## config.mk

```make
export PLATFORM = sky130hd
export DESIGN_NAME = dht_ram
export DESIGN_NICKNAME = d
export VERILOG_FILES = /design/src/rtl/dht_ram.sv
export SDC_FILE = /design/constraint.sdc
export NUM_CORES = 1
export LEC_CHECK = 0
export BUFFER_PORTS_ARGS = -buffer_cell sky130_fd_sc_hd__buf_2
export CAP_MARGIN = 10
export CELL_PAD_IN_SITES_DETAIL_PLACEMENT = 1
export CELL_PAD_IN_SITES_GLOBAL_PLACEMENT = 2
export CORE_MARGIN = 2
export CORE_UTILIZATION = 52
export DETAILED_ROUTE_END_ITERATION = 8
export HOLD_SLACK_MARGIN = 0.1
export PLACE_DENSITY_LB_ADDON = 0.1
export SLEW_MARGIN = 15
export SYNTH_ARGS = -nofsm -noshare
export SYNTH_HDL_FRONTEND = slang
export SYNTH_SLANG_ARGS = --single-unit
export TNS_END_PERCENT = 5
```

## constraint.sdc

```tcl
create_clock -name clk -period 4.8 [get_ports clk]
set_input_delay 0.24 -clock clk [delete_from_list [all_inputs] [get_ports clk]]
set_output_delay 0.24 -clock clk [all_outputs]
set_load 0.02 [all_outputs]
```

## src/rtl/dht_ram.sv

```systemverilog
`timescale 1ns / 1ps
module dht_ram #(
	parameter int unsigned WIDTH = 8,
	parameter int unsigned DEPTH = 16
) (
	input  logic                     clk,
	input  logic                     we,
	input  logic [$clog2(DEPTH)-1:0] waddr,
	input  logic [WIDTH-1:0]         wdata,
	input  logic [$clog2(DEPTH)-1:0] raddr,
	output logic [WIDTH-1:0]         rdata
);
	logic [WIDTH-1:0] mem_q [DEPTH];

	// one write port, registered read
	always_ff @(posedge clk) begin
		if (we) begin
			mem_q[waddr] <= wdata;
		end
		rdata <= mem_q[raddr];
	end
endmodule

```

==> out/qor.yml <==
status: "finished, final reports clean"
grt_max_degree: 33
fmax_mhz: 572.6
grt_pass1_wl_um: 15530
timing.slew.headroom_pct: 27.62
min_period_over_period_pct: 36.38
syn_avg_cell_area_um2: 22.48
wl_um: 10440
cts_hold_buf: 3
synth_top_area_share_pct: 74.67
synth_area_um2: 5147
fin_nets: 285
drtIter0Drc: 152
ant_nets: 0
mostFrequentLayoutCells: "edfxtp_1, buf_2, mux4_2"
vdd_drop_max_v: 0.0002669
drc: 0
cts_buffers: 17
crit_arrival_ps: 2140
grt_pass1_vias: 2463
ys_ff_latch: 136
hold_violations: 0
post_cts_resized: 0
fin_tns_setup_ps: 0
clk_latency_ps: 530
reg2reg_to: "rdata[1]"
holdPathEnd: "mem_q[7][4]"
min_from: "wdata[4]"
place_hpwl_um: 6238
worst_pin_slew_ps: 1086
p_per_area_nw_per_um2: 475.7
multi_input_area_um2: 1072
slew_violations: 0
area_growth_pct: 17.57
hold_depth: 1
wl_per_cell_um: 25.28
die_y_um: 103.5
crit_type: "in2reg"
dr_total_vias: 2394
ys_seq_area_share_pct: 77.78
path_clk_slew_ps: 60
hold_path_class: "in2reg"
startpoint_type: "primary input"
postCtsSetupRepairBufs: 0
regArea_um2: 4004
antenna_found_initial: 0
start_util_pct: 53.15
core_area_um2: 9684
rr_worst_depth: 3
cp_max_fo: 32
rsz0062_at_grt: "no"
cts.sinks: 136
io_pins: 26
finalSetupViolations: 0
cts-root-buf: "clkbuf_8"
grt-ovfl-total: 0
period_needed_ps: 1746
synth.area.top_cells: "edfxtp_1, mux4_2, mux4_1"
cap_violations: 0
syn_nets: 247
std_cell_rows: 36
antenna_cells: 0
num-fill-cells: 796
io_buffers: 25
required_ps: 5200
finalPower_w: 0.002879
leakagePower_nw: 2.021
drive_gt1_share_pct: 27.50
grt.total_usage_pct: 21.91
yosysTopAreaCell: "edfxtp_1"
setup_ws_ps: 3054
routabilityCongestion: 0.7462
pre_cts_slack_ps: 2498
htree_levels: 4
rr_startpoint: "mem_q[0][1]"
via_per_inst: 5.797
layout_commonest_cell: "edfxtp_1"
die-area_um2: 10710
cts_buffer_depth: 2
yosysWarnings: 0
r2r_setup_slack_ps: 3360
drtPass1Iterations: 4
cp-end-kind: "register"
yosysUniqueCellTypes: 19
synthesis.instances: 229
die_w_um: 103.5
cts_tree: "built"
fin_skew_ps: 6.944
==> cell families after synthesis <==
logic type / Yosys count / share of synthesized area [%]
multiplexers: 32 / 15.02
AND/OR/NAND/NOR: 35 / 3.184
buffers and inverters: 10 / 1.677
flip-flops: 136 / 77.78
AO/OA/AOI/OAI: 16 / 2.334
==> state kept, by name, summed over array words and instances, names as in the netlist <==
register and flops:
mem_q 128, rdata 8
==> report_power, final <==
group | total (W) | switching [W] | internal [W]
Combinational | 0.000129 | 0.0000797 | 0.0000490
Clock | 0.00141 | 0.000470 | 0.000942
Sequential | 0.00134 | 0.00000951 | 0.00133
Total | 0.00288 | 0.000559 | 0.00232
==> worst max-delay path, cell delays in order <==
cell	delay, ps
buf_2	800
mux4_1	650
a22oi_1	300
nand2_1	130
==> cell type report <==
class	count	share of cell area [%]
clock buffers	18	6.905
multi-input cells	83	17.72
well taps	133	2.750
flip-flops and latches	136	66.16
repair buffers	29	2.688
clock inverters	14	3.783
==> through the flow <==
step / hold WS, ps / cell area [um^2] / util [%] / cells
2_1_floorplan: 338.9 / 5147 / - / 229
4_1_cts: 100.3 / 6052 / 62.49 / 413
3_3_place_gp: 632.3 / 5370 / 55.45 / 378
6_report: 117.0 / 6052 / 62.49 / 413
3_5_place_dp: 640.8 / 5375 / 55.50 / 378
5_1_grt: 109.7 / 6052 / 62.49 / 413
==> routing by layer <==
layer  GRT usage (%)  up-vias  share of wire (%)
met5               0        -                  0
met4           7.794        0                1.4
met3           6.183       13                5.6
met2           32.70       77                 47
met1           31.46     1248                 46
li1                -     1056                  -
==> synth_stat cells <==
cell type        count
or3b_2               1
buf_6                3
dfxtp_1              8
nor3_1               4
nand3_1              1
mux4_1              14
mux4_2              18
a22oi_1             16
and2_1               1
and2b_1              1
nor2b_1              1
nor2_1              13
nand2_1              9
buf_2                3
buf_4                1
edfxtp_1           128
nand3b_1             2
clkdlybuf4s25_2      3
nand2b_1             2
==> worst max path at each step <==
stage	start	end	slack (ps)
after floorplan	waddr[2]	mem_q[0][0]	3070
after global placement	raddr[0]	rdata[4]	2480
after detailed placement	raddr[0]	rdata[1]	2500
after CTS	raddr[0]	rdata[1]	3050
after global routing	raddr[0]	rdata[1]	2900
final	raddr[0]	rdata[1]	3050
Power figures use the tool's default switching activity.
