==> config.mk <==
export PLATFORM = sky130hd
export DESIGN_NAME = dht_modu
export DESIGN_NICKNAME = d
export VERILOG_FILES = /design/src/rtl/dht_modu.sv
export SDC_FILE = /design/constraint.sdc
export NUM_CORES = 1
export LEC_CHECK = 0
export BUFFER_PORTS_ARGS = -buffer_cell sky130_fd_sc_hd__clkbuf_2
export CORE_MARGIN = 2
export CORE_UTILIZATION = 55
export CTS_CLUSTER_DIAMETER = 50
export DETAILED_ROUTE_END_ITERATION = 6
export PLACE_DENSITY = 0.74
export SETUP_SLACK_MARGIN = 0.05
export SLEW_MARGIN = 40
export SYNTH_ARGS = -nofsm -noshare
export SYNTH_HDL_FRONTEND = slang
export SYNTH_SLANG_ARGS = --single-unit
==> constraint.sdc <==
create_clock -name clk -period 2.63 [get_ports clk]
set_input_delay 0.526 -clock clk [delete_from_list [all_inputs] [get_ports clk]]
set_output_delay 0.526 -clock clk [all_outputs]
set_load 0.05 [all_outputs]
==> src/rtl/dht_modu.sv <==
`timescale 1ns / 1ps
// restoring remainder a % m, one quotient bit per cycle
module dht_modu #(
	parameter int unsigned DW = 32,
	parameter int unsigned MW = 16
) (
	input  logic          clk,
	input  logic          arst_n,
	input  logic          go,
	input  logic [DW-1:0] dividend,
	input  logic [MW-1:0] modulus,
	output logic          done,
	output logic [MW-1:0] rem
);
	localparam int unsigned CW = $clog2(DW + 1);

	logic [DW-1:0] num_q;
	logic [MW:0]   rem_q;
	logic [MW-1:0] mod_q;
	logic [CW-1:0] cnt_q;
	logic          run_q;
	logic [MW:0]   trial;

	assign trial = {rem_q[MW-1:0], num_q[DW-1]};

	// shift in one dividend bit, subtract when it fits
	always_ff @(posedge clk or negedge arst_n) begin
		if (!arst_n) begin
			run_q <= 1'b0;
			cnt_q <= '0;
			done  <= 1'b0;
		end else begin
			done <= 1'b0;
			if (go) begin
				run_q <= 1'b1;
				cnt_q <= CW'(DW);
			end else if (run_q) begin
				cnt_q <= cnt_q - 1'b1;
				if (cnt_q == CW'(1)) begin
					run_q <= 1'b0;
					done  <= 1'b1;
				end
			end
		end
	end

	always_ff @(posedge clk) begin
		if (go) begin
			num_q <= dividend;
			rem_q <= '0;
			mod_q <= modulus;
		end else if (run_q) begin
			num_q <= {num_q[DW-2:0], 1'b0};
			if (trial >= {1'b0, mod_q}) begin
				rem_q <= trial - {1'b0, mod_q};
			end else begin
				rem_q <= trial;
			end
		end
	end

	assign rem = rem_q[MW-1:0];
endmodule

==> summary.txt, run 1 <==
Status
  – Status: completed

Timing
  – Final hold vios: 0
  – Rel. slew slack: 0.634
  – Final Critical Period: 2.50 ns
  – Slew Limit Fails: 0
  – Skew final: 0.0157 ns
  – Final setup viols: 0
  – Period utilisation layout: 0.951
  – Unrepaired setup endpoints after global routing: yes
  – Maximum clock frequency: 400 MHz
  – Hold_ws: 0.332 ns
  – Worst Max-Slew Pin Slew: 0.544 ns
  – Fin Setup TNS: 0 ns

Critical path
  – RR Endpoint: rem_q[12]
  – R2R Setup Slk: 0.13 ns
  – Critical path data arrival time: 2.75 ns
  – CP bufs+invs: 2
  – CP Capture Point: rem_q[12]
  – Worst-path maximum fanout: 4
  – CP cell instances: inv_1 > ha_1 > inv_1 > fa_1 > a21o_1 > a22o_1 > o311ai_2 > nand2_1 > xor2_1 > a31o_1
  – Critical Path RT: roughly 2.9 ns
  – Worst path slowest cell: fa_1
  – R2R depth: 10
  – Critical Path Source Type: register
  – Delay-heaviest family, CP: compound AO/OA/AOI/OAI gates
  – FF-to-FF Start: num_q[31]
  – Peak per-stage delay on the critical path: around 0.40 ns
  – Cell mode on critical path: inv_1
  – Critical path depth: 10
  – Crit Path Category: reg2reg
  – Crit. End Element: register
  – Critical Path Start: num_q[31]

Clock network
  – H-tree depth: 3
  – Clock-pin slew on the worst setup and hold paths: 0.09 ns
  – TritonCTS clock tree: built
  – CTS sink count: 72
  – CTS root buf: clkbuf_8
  – Max clock buf depth: 2
  – Clk_lat worst skew: about 0.36 ns
  – TritonCTS Buffers: 9

Synthesis
  – Synthesized cell area: 3960 um2
  – Most used DFF post-synth: edfxtp_1
  – FF+latch count, synth: 72
  – Yosys warning total: 0
  – Post-synthesis cell count: ~340
  – Syn avg cell area: approximately 12 um2
  – Syn nets: 407
  – Post-synth EDFFs: 48
  – Asr flop ratio synth: 0.111
  – Register area share after synthesis: 0.496
  – Yosys cell types: 67

Cells and area
  – Most frequent cells in the layout: 67 x clkbuf_2, 48 x edfxtp_1, 29 x mux2_2, 29 x nor2_1, 21 x inv_1
  – Nets: roughly 490
  – Fin area: ~4700 um2
  – Layout cells sized above 1: 0.376
  – Commonest non-fill, non-tap cell in the layout: clkbuf_2
  – Antenna Diode Count: 0
  – Area Growth Syn to Fin: 19.6%

Flow run
  – Max-cap violation count: 0

Worst hold path
  – Hold WC Path Type: in2reg
  – Worst Hold Depth: 1

Place
  – Final HPWL DP: 6110 um
  – Routability cong.: ~0.84
  – IO buf count: 67
  – Placed standard-cell area: between 4000 and 5000 um2

Detailed routing
  – WL final: 8450 um
  – DR pass1 iterations: 4
  – Post-route DRC: 0
  – Drt first-iter violations: ~140
  – DRT antenna net count: 0
  – Drt via density: around 5.6
  – Via count: slightly below 3000
  – Average wire per standard cell: 16.1 um

GRT
  – GRT overflow: 0
  – Initial antenna violation count: 0
  – Largest net degree at the start of global routing: 24
  – Vias in the first global route: 2890
  – First-pass GRT wire length: between 10000 and 15000 um
  – Total track usage: 0.226

Die
  – Core Rows: 30
  – Core Area: slightly below 7000 um2
  – Die W: between 80 and 90 um
  – I/O Pins: 68
  – Chip height: 88.8 um
  – Full die area: 7890 um2
  – Initial core utilization: 0.576

Power
  – Total power: 4.73 mW
  – P per Cell Area: 999 nW/um2
  – Cell leakage power: between 2 and 2.5 nW
  – Max VDD drop: 473 uV
cells in the mapped netlist (all sizes together) (2+ instances only):
cell / count / area [um2]
buf: 5 / 40.0
nor2: 30 / 115
o211ai: 4 / 30.0
xor2: 3 / 26.3
nand4: 4 / 25.0
o221ai: 4 / 58.8
or3: 3 / 23.8
o21bai: 4 / 30.0
edfxtp: 48 / 1440
o21ai: 12 / 63.8
or4: 3 / 22.5
a31oi: 2 / 12.5
o311ai: 2 / 17.5
a211oi: 4 / 35.0
o32ai: 2 / 17.5
nor4: 3 / 18.8
inv: 22 / 82.6
dfrtp: 8 / 200
nand3: 10 / 75.1
mux2: 31 / 349
o21a: 4 / 30.0
nor3: 4 / 20.0
ha: 18 / 225
a211o: 2 / 17.5
o41ai: 3 / 33.8
dfxtp: 16 / 320
a21oi: 10 / 57.6
clkbuf: 9 / 33.8
xnor2: 10 / 87.6
a311oi: 10 / 125
nand2b: 2 / 12.5
and2: 4 / 25.0
nand2: 15 / 56.3
nor2b: 2 / 12.5
a21o: 5 / 37.5
and3: 4 / 25.0
kinds of logic (layout without fill, tap and decap cells):
kind of cell             count (synthesis)  count (layout)  synth area share
adder cells (fa/ha/maj)                 19              19            0.0620
buffers and inverters                   36             127            0.0395
AND/OR/NAND/NOR                         90              90             0.124
multiplexers                            31              31            0.0883
flip-flops                              72              72             0.496
AO/OA/AOI/OAI                           76              76             0.161
XOR/XNOR                                13              13            0.0288
report_power, final:
| group | switching, mW | internal (mW) |
|---|---|---|
| combinational | 1.35 | 0.913 |
| clock | 0.484 | 0.362 |
| sequential | 0.166 | 1.45 |
sequential cells by signal, indices dropped and copies added (netlist names):
| register | flops |
|---|---|
| done | 1 |
| rem_q | 16 |
| cnt_q | 6 |
| run_q | 1 |
| num_q | 32 |
| mod_q | 16 |
area by class of cell:
| type | instances | area, um2 |
|---|---|---|
| clock inverters | 7 | 61.3 |
| flip-flops and latches | 72 | 1960 |
| fillers | 543 | 2140 |
| well taps | 96 | 120 |
| inverters | 22 | 82.6 |
| repair buffers | 89 | 515 |
| clock buffers | 9 | 124 |
| multi-input cells | 229 | 1860 |
per-layer routing:
metal | routed length (um) | part of all wire | global-route usage
met1 | 3830 | 0.45 | 0.309
met2 | 3950 | 0.47 | 0.350
met3 | 525 | 0.062 | 0.0504
met4 | 136 | 0.016 | 0.0923
met5 | 0 | 0 | 0
per-stage QoR:
step                utilization  setup slack, ns  cells
floorplan                     -           0.0553    337
global placement          0.653            0.162    506
detailed placement        0.653           0.0661    506
CTS                       0.682           0.0529    523
global route              0.689           0.0165    524
finish                    0.689            0.129    524
how the worst min path moves through the flow:
| stage | from | endpoint | slack, ns |
|---|---|---|---|
| after detailed placement | arst_n | cnt_q[5] | 0.38 |
| after floorplan | arst_n | cnt_q[0] | 0.23 |
| after global placement | arst_n | cnt_q[3] | 0.38 |
| after global routing | modulus[6] | mod_q[6] | 0.33 |
| after CTS | modulus[8] | mod_q[8] | 0.33 |
| final | modulus[10] | mod_q[10] | 0.33 |
repair_timing:
| item | CTS | global route |
|---|---|---|
| hold buffers | 1 | 0 |
| hold endpoints to repair | 8 | 0 |
| setup endpoints to repair | 0 | 16 |
| resized for setup | 0 | 4 |
| buffers inserted | 0 | 1 |
No activity file was read; power rests on OpenSTA's default activity.
==> run 2: changes to the inputs <==
- CORE_ASPECT_RATIO: unset -> 0.75
- SETUP_SLACK_MARGIN: 0.05 -> 0.4
==> summary.txt, run 2 (same netlist as run 1, synthesis figures left out) <==
Timing
  – Unrepaired setup endpoints after global routing: yes
  – Worst Max-Slew Pin Slew: 0.575 ns (+0.0312 ns)
  – Final setup viols: 0 (unchanged)
  – Skew final: 0.00680 ns (-0.00890 ns)
  – Hold_ws: 0.0128 ns (-0.319 ns)
  – Fin Setup TNS: 0 ns (unchanged)
  – Slew Limit Fails: 0 (unchanged)
  – Rel. slew slack: 0.613 (-0.0210)
  – Period utilisation layout: 0.916 (-0.0350)
  – Final hold vios: 0 (unchanged)
  – Maximum clock frequency: 415 MHz (+3.8%)
  – Final Critical Period: 2.41 ns (-0.0919 ns)

Cells and area
  – Final core occ: 0.761 (+0.0727)
  – Layout cells sized above 1: 0.509 (+0.133)
  – Top Registers: num_q x32, mod_q x16, rem_q x16
  – Most frequent cells in the layout: 67 x clkbuf_2, 48 x edfxtp_1, 31 x buf_4
  – Commonest non-fill, non-tap cell in the layout: clkbuf_2
  – Nets: 507 (+2.8%)
  – Antenna Diode Count: 0 (unchanged)
  – Largest register by flop count: num_q
  – Area Growth Syn to Fin: 32.7%
  – Non-filler cells, final: 540 (+3.1%)
  – Max FFs per register: 32 (unchanged)

Power
  – Sequential power share: 0.318 (-0.024)
  – P per Cell Area: 1020 nW/um2 (+2.2%)
  – Cell leakage power: 2.21 nW (+7.6%)
  – Max VDD drop: 655 uV (+39%)
  – Clk pwr share: 0.165 (-0.014)
  – Comb pwr share: 0.517 (+0.038)
  – NetSw: 2.26 mW (+13%)
  – Int Power: 3.11 mW (+14%)
  – Total power: 5.36 mW (+13%)
  – Switching part of the total: 0.421 (-0.00248)

Critical path
  – Crit. End Element: register
  – Critical path data arrival time: 2.66 ns (-0.09 ns)
  – CP cell instances: inv_2 > ha_4 > inv_2 > fa_2 > a21o_1 > a22o_4 > o41ai_4 > xnor2_1 > o21ai_1 > a311oi_1
  – CP bufs+invs: 2 (unchanged)
  – Peak per-stage delay on the critical path: 0.39 ns (about the same)
  – Delay-heaviest family, CP: compound AO/OA/AOI/OAI gates
  – Worst path slowest cell: edfxtp_1
  – Worst-path maximum fanout: 4 (unchanged)
  – Cell mode on critical path: inv_2
  – Critical Path RT: 2.88 ns (about the same)
  – Crit Path Category: reg2reg
  – Critical Path Source Type: register

Detailed routing
  – DR pass1 iterations: 5 (+1)
  – DRT antenna net count: 0 (unchanged)
  – Post-route DRC: 0 (unchanged)
  – Average wire per standard cell: 17.4 um (+8.1%)
  – Drt via density: 5.73 (+1.6%)
  – WL final: 9410 um (+11%)
  – Drt first-iter violations: 138 (-3.5%)
  – Via count: 3096 (+4.7%)

Clock network
  – Clock-pin slew on the worst setup and hold paths: 0.08 ns (about the same)
  – Hold Buf Count CTS: 0 (-1)
  – TritonCTS Buffers: 9 (unchanged)
  – Clk_lat worst skew: 0.35 ns (about the same)
  – TritonCTS clock tree: built
  – CTS sink count: 72 (unchanged)
  – H-tree depth: 3 (unchanged)
  – Max clock buf depth: 2 (unchanged)
  – CTS root buf: clkbuf_8

Die
  – Full die area: 7890 um2 (about the same)
  – Core Rows: 26 (-13%)
  – Die W: 102 um (+15%)
  – Chip height: 77.4 um (-13%)
  – Initial core utilization: 0.573 (-0.00230)
  – I/O Pins: 68 (unchanged)
  – Core Area: 6900 um2 (+0.40%)

Place
  – Cell count after placement: 499 (-1.4%)
  – Routability cong.: 0.908 (+8.4%)
  – IO buf count: 67 (unchanged)
  – Final HPWL DP: 5890 um (-3.6%)

GRT
  – First-pass GRT wire length: 14400 um (+6.4%)
  – GRT overflow: 0 (unchanged)
  – Initial antenna violation count: 0 (unchanged)
  – Vias in the first global route: 2948 (+2.0%)
  – Largest net degree at the start of global routing: 34 (+42%)
  – Total track usage: 0.237 (+0.0110)

Status
  – Status: completed

Worst hold path
  – Hold WC Path Type: in2async

Flow run
  – Max-cap violation count: 0 (unchanged)
==> run 2: cell count changes in the layout (fill, tap and decap cells not counted), sizes merged <==
cell	delta
inv	-4
clkinv	+3
dlygate4sd3	-1
buf	+13
clkbuf	+1
o221a	+1
bufinv	+1
==> run 2: area by class of cell <==
| class | instances | area, um2 |
|---|---|---|
| Multi-Input combinational cell | 230 | 2220 |
| Sequential cell | 72 | 1990 |
| Fill cell | 466 | 1650 |
| Timing Repair Buffer | 102 | 636 |
| Clock buffer | 9 | 124 |
| Tap cell | 98 | 123 |
| Inverter | 22 | 82.6 |
| Clock inverter | 7 | 71.3 |
==> run 2: final timing paths <==
check                           slack [ns]       end  depth (start not counted)  startpoint
worst max-delay path                  0.22  rem_q[8]                         10   num_q[31]
worst min-delay path                  0.01  cnt_q[4]                          1      arst_n
worst max register to register        0.22  rem_q[8]                         10   num_q[31]
worst min register to register        0.53  rem_q[9]                          2    rem_q[8]
max in group asynchronous             2.43      done                          1      arst_n
min in group clk                      0.34  mod_q[7]                          1  modulus[7]
==> run 2: repair_timing <==
item,CTS,global route
pin swaps,17,22
setup buffers,12,11
resized for setup,32,27
cloned,0,2
setup endpoints to repair,16,16
==> run 2: stage by stage <==
stage                     instance area [um2]  worst slack, ns
final                                    5250            0.221
after global routing                     5250           0.0618
after CTS                                4970            0.327
after detailed placement                 4490            0.116
after global placement                   4490            0.175
after floorplan                          4020            0.370
==> run 2: power by group through the flow <==
stage | clock network (mW) | logic [mW] | registers (mW)
floorplan | 0 | 1.33 | 1.99
global placement | 0 | 2.14 | 1.69
detailed placement | 0 | 2.17 | 1.70
CTS | 0.895 | 2.42 | 1.69
global route | 0.929 | 2.96 | 1.74
finish | 0.884 | 2.77 | 1.71
==> run 2: routing by layer <==
| metal | vias to the layer above | share of wire | routed length, um | track usage |
|---|---|---|---|---|
| met1 | 1463 | 0.45 | 4260 | 0.349 |
| met5 | - | 0 | 0 | 0 |
| met2 | 137 | 0.46 | 4280 | 0.347 |
| li1 | 1485 | - | - | - |
| met4 | 0 | 0.011 | 101 | 0.0613 |
| met3 | 11 | 0.081 | 764 | 0.0649 |
==> run 3: changes to the inputs <==
- CORE_ASPECT_RATIO: 0.75 -> 0.6
==> summary.txt, run 3 (same netlist as run 1, synthesis figures left out) <==
Status
  – Status: completed

Timing
  – Period utilisation layout: 0.884 (-0.0320)
  – Rel. slew slack: 0.605 (-0.00792)
  – Maximum clock frequency: 430 MHz (+3.6%)
  – Fin Setup TNS: 0 ns (unchanged)
  – Worst Max-Slew Pin Slew: 0.587 ns (+0.0118 ns)
  – Skew final: 0.00968 ns (+0.00288 ns)
  – Final setup viols: 0 (unchanged)
  – Unrepaired setup endpoints after global routing: yes
  – Hold_ws: 0.0328 ns (+0.0200 ns)
  – Final Critical Period: 2.32 ns (-0.0842 ns)
  – Final hold vios: 0 (unchanged)
  – Slew Limit Fails: 0 (unchanged)

Place
  – IO buf count: 67 (unchanged)
  – Placed standard-cell area: 4480 um2 (-0.20%)
  – Routability cong.: 0.869 (-4.3%)
  – Final HPWL DP: 5880 um (-0.23%)

Cells and area
  – Nets: 504 (-0.59%)
  – Fillers: 432 (-7.3%)
  – Largest register by flop count: num_q
  – Most frequent cells in the layout: 67 x clkbuf_2, 48 x edfxtp_1, 29 x mux2_2
  – Layout cells sized above 1: 0.490 (-0.0193)
  – Max FFs per register: 32 (unchanged)
  – Area Growth Syn to Fin: 32.5%
  – Antenna Diode Count: 0 (unchanged)
  – Commonest non-fill, non-tap cell in the layout: clkbuf_2
  – Top Registers: num_q x32, mod_q x16, rem_q x16
  – Fin area: 5240 um2 (-0.17%)

Critical path
  – Peak per-stage delay on the critical path: 0.41 ns (+0.02 ns)
  – R2R Setup Slk: 0.31 ns (+0.08 ns)
  – Worst-path maximum fanout: 7 (+3)
  – Critical Path RT: 2.86 ns (-0.02 ns)
  – Worst path slowest cell: or3_4
  – Delay-heaviest family, CP: compound AO/OA/AOI/OAI gates
  – Critical Path Source Type: register
  – CP cell instances: inv_2 > ha_4 > a21oi_4 > o21ai_4 > or3_4 > o221ai_4 > buf_6 > nand3_1 > a311oi_1
  – Crit Path Category: reg2reg
  – Crit. End Element: register
  – CP bufs+invs: 2 (unchanged)
  – Critical path data arrival time: 2.55 ns (-0.11 ns)

Worst hold path
  – Hold WC Path Type: in2async

Power
  – NetSw: 2.29 mW (+1.4%)
  – P per Cell Area: 1060 nW/um2 (+3.6%)
  – Total power: 5.55 mW (+3.5%)
  – Int Power: 3.26 mW (+4.9%)
  – Sequential power share: 0.308 (-0.010)
  – Max VDD drop: 683 uV (+4.3%)
  – Clk pwr share: 0.197 (+0.032)
  – Comb pwr share: 0.495 (-0.022)
  – Cell leakage power: 2.20 nW (-0.20%)
  – Switching part of the total: 0.412 (-0.00826)

Die
  – Full die area: 7910 um2 (+0.19%)
  – I/O Pins: 68 (unchanged)
  – Chip height: 69.7 um (-10%)
  – Initial core utilization: 0.580 (+0.00642)
  – Die W: 113 um (+11%)
  – Core Rows: 23 (-12%)
  – Core Area: 6820 um2 (-1.1%)

Detailed routing
  – DRT antenna net count: 0 (unchanged)
  – DR pass1 iterations: 4 (-1)
  – Drt via density: 5.96 (+4.0%)
  – Via count: 3137 (+1.3%)
  – Drt first-iter violations: 283 (+110%)
  – Post-route DRC: 0 (unchanged)
  – WL final: 9920 um (+5.5%)
  – Average wire per standard cell: 18.9 um (+8.3%)

GRT
  – Vias in the first global route: 2850 (-3.3%)
  – Initial antenna violation count: 0 (unchanged)
  – Largest net degree at the start of global routing: 62 (+82%)
  – GRT overflow: 0 (unchanged)
  – First-pass GRT wire length: 14400 um (-0.29%)
  – Total track usage: 0.234 (-0.00285)

Clock network
  – Hold Buf Count CTS: 0 (unchanged)
  – H-tree depth: 3 (unchanged)
  – Clock-pin slew on the worst setup and hold paths: 0.06 ns (-0.02 ns)
  – Max clock buf depth: 2 (unchanged)
  – CTS root buf: clkbuf_16
  – Clk_lat worst skew: 0.34 ns (about the same)
  – TritonCTS Buffers: 9 (unchanged)
  – CTS sink count: 72 (unchanged)
  – TritonCTS clock tree: built

Flow run
  – Max-cap violation count: 0 (unchanged)
==> run 3: changes by cell type in the layout (fill, tap and decap cells not counted), moves of 2 or more <==
| cell | before | now |
|---|---|---|
| nand3_2 | 7 | 5 |
| clkbuf_16 | 1 | 10 |
| clkbuf_8 | 9 | 0 |
| nand2_1 | 13 | 15 |
| clkinv_2 | 1 | 3 |
| clkinvlp_4 | 2 | 0 |
| buf_4 | 31 | 28 |
==> run 3: what timing repair did <==
item                                    4_1_cts  5_1_grt
endpoints found under the setup margin       16       16
gates resized for setup                      19       32
gates cloned                                  1        1
buffers inserted                              5       16
pin swaps                                    13       21
endpoints found under the hold margin         0        0
==> run 3: per-layer routing <==
| layer | GRT usage | wire length, um |
|---|---|---|
| met4 | 0.0542 | 115 |
| met5 | 0 | 0 |
| met3 | 0.0734 | 690 |
| met1 | 0.355 | 4800 |
| met2 | 0.327 | 4310 |
==> run 3: metrics by stage <==
stage          worst slack [ns]  instances   util
3_5_place_dp              0.117        487  0.656
3_3_place_gp              0.182        487  0.656
6_report                  0.305        526  0.768
2_1_floorplan             0.370        337      -
5_1_grt                   0.245        526  0.768
4_1_cts                   0.328        509  0.717
==> run 3: worst register-to-register path: cells and delay by family, from the launching register on <==
kind / cells / cell delay (ns)
buf+inv: 2 / 0.26
compound gates: 4 / 0.84
simple gates: 2 / 0.52
flops: 1 / 0.38
fa+ha+maj: 1 / 0.22
==> run 3: worst paths after layout <==
path / start / cells past startpoint / to
worst max-delay path: mod_q[12] / 9 / rem_q[1]
worst min-delay path: arst_n / 1 / cnt_q[0]
worst max register to register: mod_q[12] / 9 / rem_q[1]
worst min register to register: rem_q[10] / 2 / rem_q[10]
max in group asynchronous: arst_n / 1 / cnt_q[4]
min in group clk: modulus[9] / 1 / mod_q[9]
==> run 3: power by group through the flow <==
stage | combinational [mW] | sequential [mW] | clock [mW]
global route | 2.90 | 1.74 | 1.15
finish | 2.74 | 1.71 | 1.10
floorplan | 1.33 | 1.99 | 0
CTS | 2.32 | 1.67 | 1.11
detailed placement | 2.20 | 1.68 | 0
global placement | 2.17 | 1.68 | 0
==> run 3: final cells by class <==
type	count	area (um2)	share of cell area
multi-input combinational	230	2170	0.415
sequential	72	1990	0.380
timing repair buffer	99	622	0.119
clock buffer	10	229	0.0437
tap	87	109	0.0208
inverter	22	82.6	0.0158
clock inverter	6	36.3	0.00692
